**config.mk**
```make
export PLATFORM = sky130hd
export DESIGN_NAME = cpa_ctrl
export DESIGN_NICKNAME = d
export VERILOG_FILES = /design/src/cpa_pkg.sv /design/src/cpa_ctrl.sv
export SDC_FILE = /design/constraint.sdc
export NUM_CORES = 1
export LEC_CHECK = 0
export ABC_AREA = 1
export BUFFER_PORTS_ARGS = -buffer_cell sky130_fd_sc_hd__buf_4
export CAP_MARGIN = 20
export CELL_PAD_IN_SITES_DETAIL_PLACEMENT = 1
export CELL_PAD_IN_SITES_GLOBAL_PLACEMENT = 1
export CORE_AREA = 4 4 52 54
export DETAILED_ROUTE_END_ITERATION = 10
export DIE_AREA = 0 0 56 58
export PLACE_DENSITY = 0.71
export SYNTH_ARGS = -nofsm -noshare
export SYNTH_HDL_FRONTEND = slang
export SYNTH_SLANG_ARGS = --single-unit
```
**constraint.sdc**
```tcl
create_clock -name clk -period 1.25 [get_ports clk]
set_input_delay 0.0625 -clock clk [delete_from_list [all_inputs] [get_ports clk]]
set_output_delay 0.0625 -clock clk [all_outputs]
set_load 0.02 [all_outputs]
```
**src/cpa_pkg.sv**
```systemverilog
// cpa_pkg: shared types, codes and helpers for the contiguous page allocator
// segment entry layout, request and status codes, controller micro-operations
// no dependencies
`default_nettype none

package cpa_pkg;

  localparam int MAX_PAGES    = 1024;
  localparam int MAX_SEGMENTS = 64;
  localparam int OWNER_BITS   = 16;
  localparam int PAGE_W       = 10;
  localparam int LEN_W        = 11;
  localparam int CTR_W        = 32;

  typedef struct packed {
    logic [OWNER_BITS-1:0] owner;
    logic [PAGE_W-1:0]     start;
    logic [LEN_W-1:0]      len;
    logic                  free;
    logic [CTR_W-1:0]      reads;
    logic [CTR_W-1:0]      writes;
  } seg_t;

  typedef enum logic [1:0] {
    OP_ALLOC = 2'd0,
    OP_FREE  = 2'd1,
    OP_READ  = 2'd2,
    OP_WRITE = 2'd3
  } op_t;

  typedef enum logic [1:0] {
    ST_OK       = 2'd0,
    ST_NO_SPACE = 2'd1,
    ST_NO_OWNER = 2'd2,
    ST_RANGE    = 2'd3
  } status_t;

  typedef enum logic [4:0] {
    U_NOP, U_INIT, U_LOAD, U_RD, U_SCAN, U_FAIL, U_RW, U_RST0, U_CEV, U_CEND,
    U_PLACE, U_ISET, U_IEV, U_IEND, U_FEV, U_FEND, U_OUT
  } uop_t;

  typedef struct packed {
    uop_t    uop;
    status_t code;
  } cmd_t;

  typedef struct packed {
    op_t  op;
    logic last;
    logic found;
    logic no_space;
    logic exact;
    logic full;
    logic again;
    logic at_hi;
    logic range_err;
    logic out_free;
  } sts_t;

  function automatic logic [CTR_W-1:0] sat_add(input logic [CTR_W-1:0] a,
                                               input logic [CTR_W-1:0] b);
    logic [CTR_W:0] s;
    s = {1'b0, a} + {1'b0, b};
    return s[CTR_W] ? {CTR_W{1'b1}} : s[CTR_W-1:0];
  endfunction

endpackage

`default_nettype wire

```
**src/cpa_ctrl.sv**
```systemverilog
// cpa_ctrl: request sequencer for the contiguous page allocator
// steps scan, compaction, insert and free sweeps; uses cpa_pkg
`default_nettype none

module cpa_ctrl (
  input  wire logic          clk,
  input  wire logic          rst,
  input  wire logic          in_valid,
  input  wire logic          cfg_we,
  input  wire cpa_pkg::sts_t sts,
  output logic               in_stall,
  output cpa_pkg::cmd_t      cmd
);

  typedef enum logic [3:0] {
    S_INIT, S_IDLE, S_SRD, S_SEV, S_SDEC, S_CRD, S_CEV, S_CEND, S_PCHK,
    S_IRD, S_IEV, S_IEND, S_FRD, S_FEV, S_FEND, S_DONE
  } state_t;

  state_t state, state_next;

  assign in_stall = (state != S_IDLE);

  always_comb begin
    cmd        = '{uop: cpa_pkg::U_NOP, code: cpa_pkg::ST_OK};
    state_next = state;
    case (state)
      S_INIT: begin
        cmd.uop    = cpa_pkg::U_INIT;
        state_next = S_IDLE;
      end
      S_IDLE: begin
        if (in_valid) begin
          cmd.uop    = cpa_pkg::U_LOAD;
          state_next = S_SRD;
        end else if (cfg_we) state_next = S_INIT;
      end
      S_SRD: begin
        cmd.uop    = cpa_pkg::U_RD;
        state_next = S_SEV;
      end
      S_SEV: begin
        cmd.uop    = cpa_pkg::U_SCAN;
        state_next = sts.last ? S_SDEC : S_SRD;
      end
      S_SDEC: begin
        state_next = S_DONE;
        case (sts.op)
          cpa_pkg::OP_ALLOC: begin
            if (sts.no_space) begin
              cmd = '{uop: cpa_pkg::U_FAIL, code: cpa_pkg::ST_NO_SPACE};
            end else if (sts.found) state_next = S_PCHK;
            else begin
              cmd.uop    = cpa_pkg::U_RST0;
              state_next = S_CRD;
            end
          end
          cpa_pkg::OP_FREE: begin
            if (!sts.found) cmd = '{uop: cpa_pkg::U_FAIL, code: cpa_pkg::ST_NO_OWNER};
            else begin
              cmd.uop    = cpa_pkg::U_RST0;
              state_next = S_FRD;
            end
          end
          default: begin
            if (!sts.found) cmd = '{uop: cpa_pkg::U_FAIL, code: cpa_pkg::ST_NO_OWNER};
            else if (sts.range_err) cmd = '{uop: cpa_pkg::U_FAIL, code: cpa_pkg::ST_RANGE};
            else cmd.uop = cpa_pkg::U_RW;
          end
        endcase
      end
      S_CRD: begin
        cmd.uop    = cpa_pkg::U_RD;
        state_next = S_CEV;
      end
      S_CEV: begin
        cmd.uop    = cpa_pkg::U_CEV;
        state_next = sts.last ? S_CEND : S_CRD;
      end
      S_CEND: begin
        cmd.uop    = cpa_pkg::U_CEND;
        state_next = S_PCHK;
      end
      S_PCHK: begin
        state_next = S_DONE;
        if (!sts.found || (!sts.exact && sts.full)) begin
          cmd = '{uop: cpa_pkg::U_FAIL, code: cpa_pkg::ST_NO_SPACE};
        end else if (sts.exact) cmd.uop = cpa_pkg::U_PLACE;
        else begin
          cmd.uop    = cpa_pkg::U_ISET;
          state_next = S_IRD;
        end
      end
      S_IRD: begin
        cmd.uop    = cpa_pkg::U_RD;
        state_next = S_IEV;
      end
      S_IEV: begin
        cmd.uop    = cpa_pkg::U_IEV;
        state_next = sts.at_hi ? S_IEND : S_IRD;
      end
      S_IEND: begin
        cmd.uop    = cpa_pkg::U_IEND;
        state_next = S_DONE;
      end
      S_FRD: begin
        cmd.uop    = cpa_pkg::U_RD;
        state_next = S_FEV;
      end
      S_FEV: begin
        cmd.uop = cpa_pkg::U_FEV;
        if (sts.again) state_next = S_FEV;
        else state_next = sts.last ? S_FEND : S_FRD;
      end
      S_FEND: begin
        cmd.uop    = cpa_pkg::U_FEND;
        state_next = S_DONE;
      end
      S_DONE: begin
        if (sts.out_free) begin
          cmd.uop    = cpa_pkg::U_OUT;
          state_next = S_IDLE;
        end
      end
      default: state_next = S_IDLE;
    endcase
  end

  always_ff @(posedge clk) begin
    if (rst) state <= S_INIT;
    else state <= state_next;
  end

endmodule

`default_nettype wire

```
==> metrics <==
CTS Sinks=4; register bit count reported by yosys=4; gpl congestion=0.959; Data required, critical path=1.19 ns; biggest regs=state: 4 flops; Clock power frac=6.3%; Startpoint Class=register; Syn Area/Cell=between 4 and 5 um^2; Final period util=122%; worst-path cell chain=inv_4 -> nand2_1 -> nor2_2 -> nor2_2 -> nand2_1 -> inv_2 -> nand4_1 -> buf_6; Top Ports=23; slowest stage delay, CP=0.42 ns; Synth cell types=16; hold path depth=5; most common cell after layout, fill and taps aside=buf_4; largest register by flop count=state; r2r endpoint=state[1]; Setup-failing EPs final=10; sw frac=between 50% and 60%; number of flip-flops in the largest register=4; CTS Buffer Depth=2; Area Overhead vs Synth=106%; initial antenna violation count=0; setup repair after global routing missed its margin=yes; ranking of synthesized cells by area=nand2_1 (25%), nor2_1 (15%), dfxtp_1 (12%); Worst Max-Slew Pin Slew=0.319 ns; Synth top area share=25.0%; final worst slack=-0.271 ns; P_leak=0.744 nW; worst reg2reg startpoint=state[1]; gr ovfl total=0; DP HPWL=~2600 um; first-pass GRT wire length=~5700 um; root buffer cell=clkbuf_4; R2R depth=12; most frequent cells in the layout=buf_4 (36), nand2_1 (32), inv_1 (15), nor2_2 (11), nor2_1 (11); worst setup path endpoint=cmd[3]; fmax=658 MHz; share of cells above drive strength 1=a little under three fifths; All-Layer GR Usage=around 22%; Worst-Skew Late Latency=0.23 ns; Psw=approximately 1.3 mW; failing checks=setup timing; fin area=1330 um^2; Mapped Cells=133; Setup CP Type=reg2out; yosys synthesis warning count=0; DR vias=1121; Reg2Reg Setup Slack=-0.26 ns; port bufs=22; Final nets=200; WL final=3820 um; vias in the first global route=between 1000 and 1500; Critical Path AT=1.46 ns; Power Density=1870 nW/um^2; CTS tree=yes; clk_skew=0.00448 ns; setup_tns=-1.74 ns; DR pass1 iterations=4; endpoints failing hold=0; pin count of the biggest net entering global routing=7; remaining antenna violation count after routing=0; sequential-to-total area share from yosys stat=about an eighth; H-tree levels=1; Mapped Nets=148; Avg Vias per Cell=5.31; register area=~95 um^2; Worst Hold Class=in2reg; die extent in x=56 um; Worst setup EP type=primary output; antenna cells=0; Slew Viols, Final=0; Worst Path Max Fanout=5; CTS clock-pin slew for the worst setup and hold paths=0.04 ns; Filler cells=308; number of DRC markers in iteration 0=38; Multi-input gate area=684 um^2; row cnt=17; Post-Layout Cell Count=211; maximum VDD drop=1.20 mV; drc violations=0; Core Area=approximately 2200 um^2; CP max stage cell=dfxtp_4; Mapped Area=644 um^2; number of max-cap violations=0; Sequential Power Share=13.9%; WL per Instance=18.1 um; status=finished, violations left; total CTS buffers=3; Starting Density=just under 30%; power consumption=2.48 mW; Die Area=around 3200 um^2; Die Span Y=58 um; dpl cell area=slightly below 1000 um^2; min Tclk post-route=1.52 ns; Int Power=1.19 mW; power share of the combinational group=79.8%; placed insts=200; worst setup path startpoint=state[0]; worst slew margin relative to its limit=between 70% and 80%; area leader, netlist=nand2_1
-- cell families after synthesis --
logic type	count (synthesis)	share of synthesized area, %
AO/OA/AOI/OAI	15	13.6
buffers and inverters	22	12.8
flip-flops	4	12.4
AND/OR/NAND/NOR	92	61.2
-- metrics by stage --
stage	utilization, %	hold slack [ns]	setup WS (ns)
floorplan	-	0.135	0.0437
global placement	43.9	0.232	-0.173
detailed placement	43.9	0.238	-0.190
CTS	54.3	0.177	-0.227
global route	59.9	0.214	-0.374
finish	59.9	0.210	-0.271
-- synth_stat cells --
library cell,count
inv_2,2
o21ai_0,4
nor3b_1,2
nand2_2,4
nand3_1,9
nor2_1,25
dfxtp_1,4
o21ai_1,1
nand2_1,43
o31ai_1,3
inv_1,20
o211ai_1,2
nor2_2,3
a21oi_1,5
nor3_1,2
nand4_1,4
-- metal layers --
| layer | wire, um | global-route usage [%] |
|---|---|---|
| met1 | 1600 | 28.4 |
| met2 | 1930 | 39.4 |
| met3 | 151 | 2.00 |
| met4 | 136 | 5.76 |
| met5 | 0 | 0 |
-- area by class of cell --
class                   count  area share (%)
multi-input cells         107            51.7
inverters                  22            7.18
flip-flops and latches      4            7.18
clock buffers               3            1.70
repair buffers             47            29.7
well taps                  28            2.64
-- how the worst min path moves through the flow --
stage / end / start
after floorplan: state[0] / rst
after global placement: state[0] / rst
after detailed placement: state[0] / rst
after CTS: state[1] / sts[8]
after global routing: state[1] / sts[8]
final: state[1] / sts[8]
-- power groups by stage --
| stage | Clock, mW | Combinational (mW) | Sequential [mW] |
|---|---|---|---|
| global placement | 0 | 1.28 | 0.234 |
| finish | 0.158 | 1.98 | 0.345 |
| detailed placement | 0 | 1.30 | 0.241 |
| CTS | 0.169 | 1.65 | 0.318 |
| floorplan | 0 | 0.705 | 0.227 |
| global route | 0.176 | 2.12 | 0.354 |
-- critical path, delay by kind of cell (launching register included) --
kind	cells	cell delay, ns
DFF	1	0.42
and+or+nand+nor	5	0.51
buffers and inverters	3	0.29
-- what timing repair did --
item	4_1_cts	5_1_grt
setup buffers	6	2
resized for setup	49	35
hold buffers	1	0
pin swaps	13	18
setup endpoints to repair	11	12
endpoints found under the hold margin	1	0
Power figures use the tool's default switching activity.
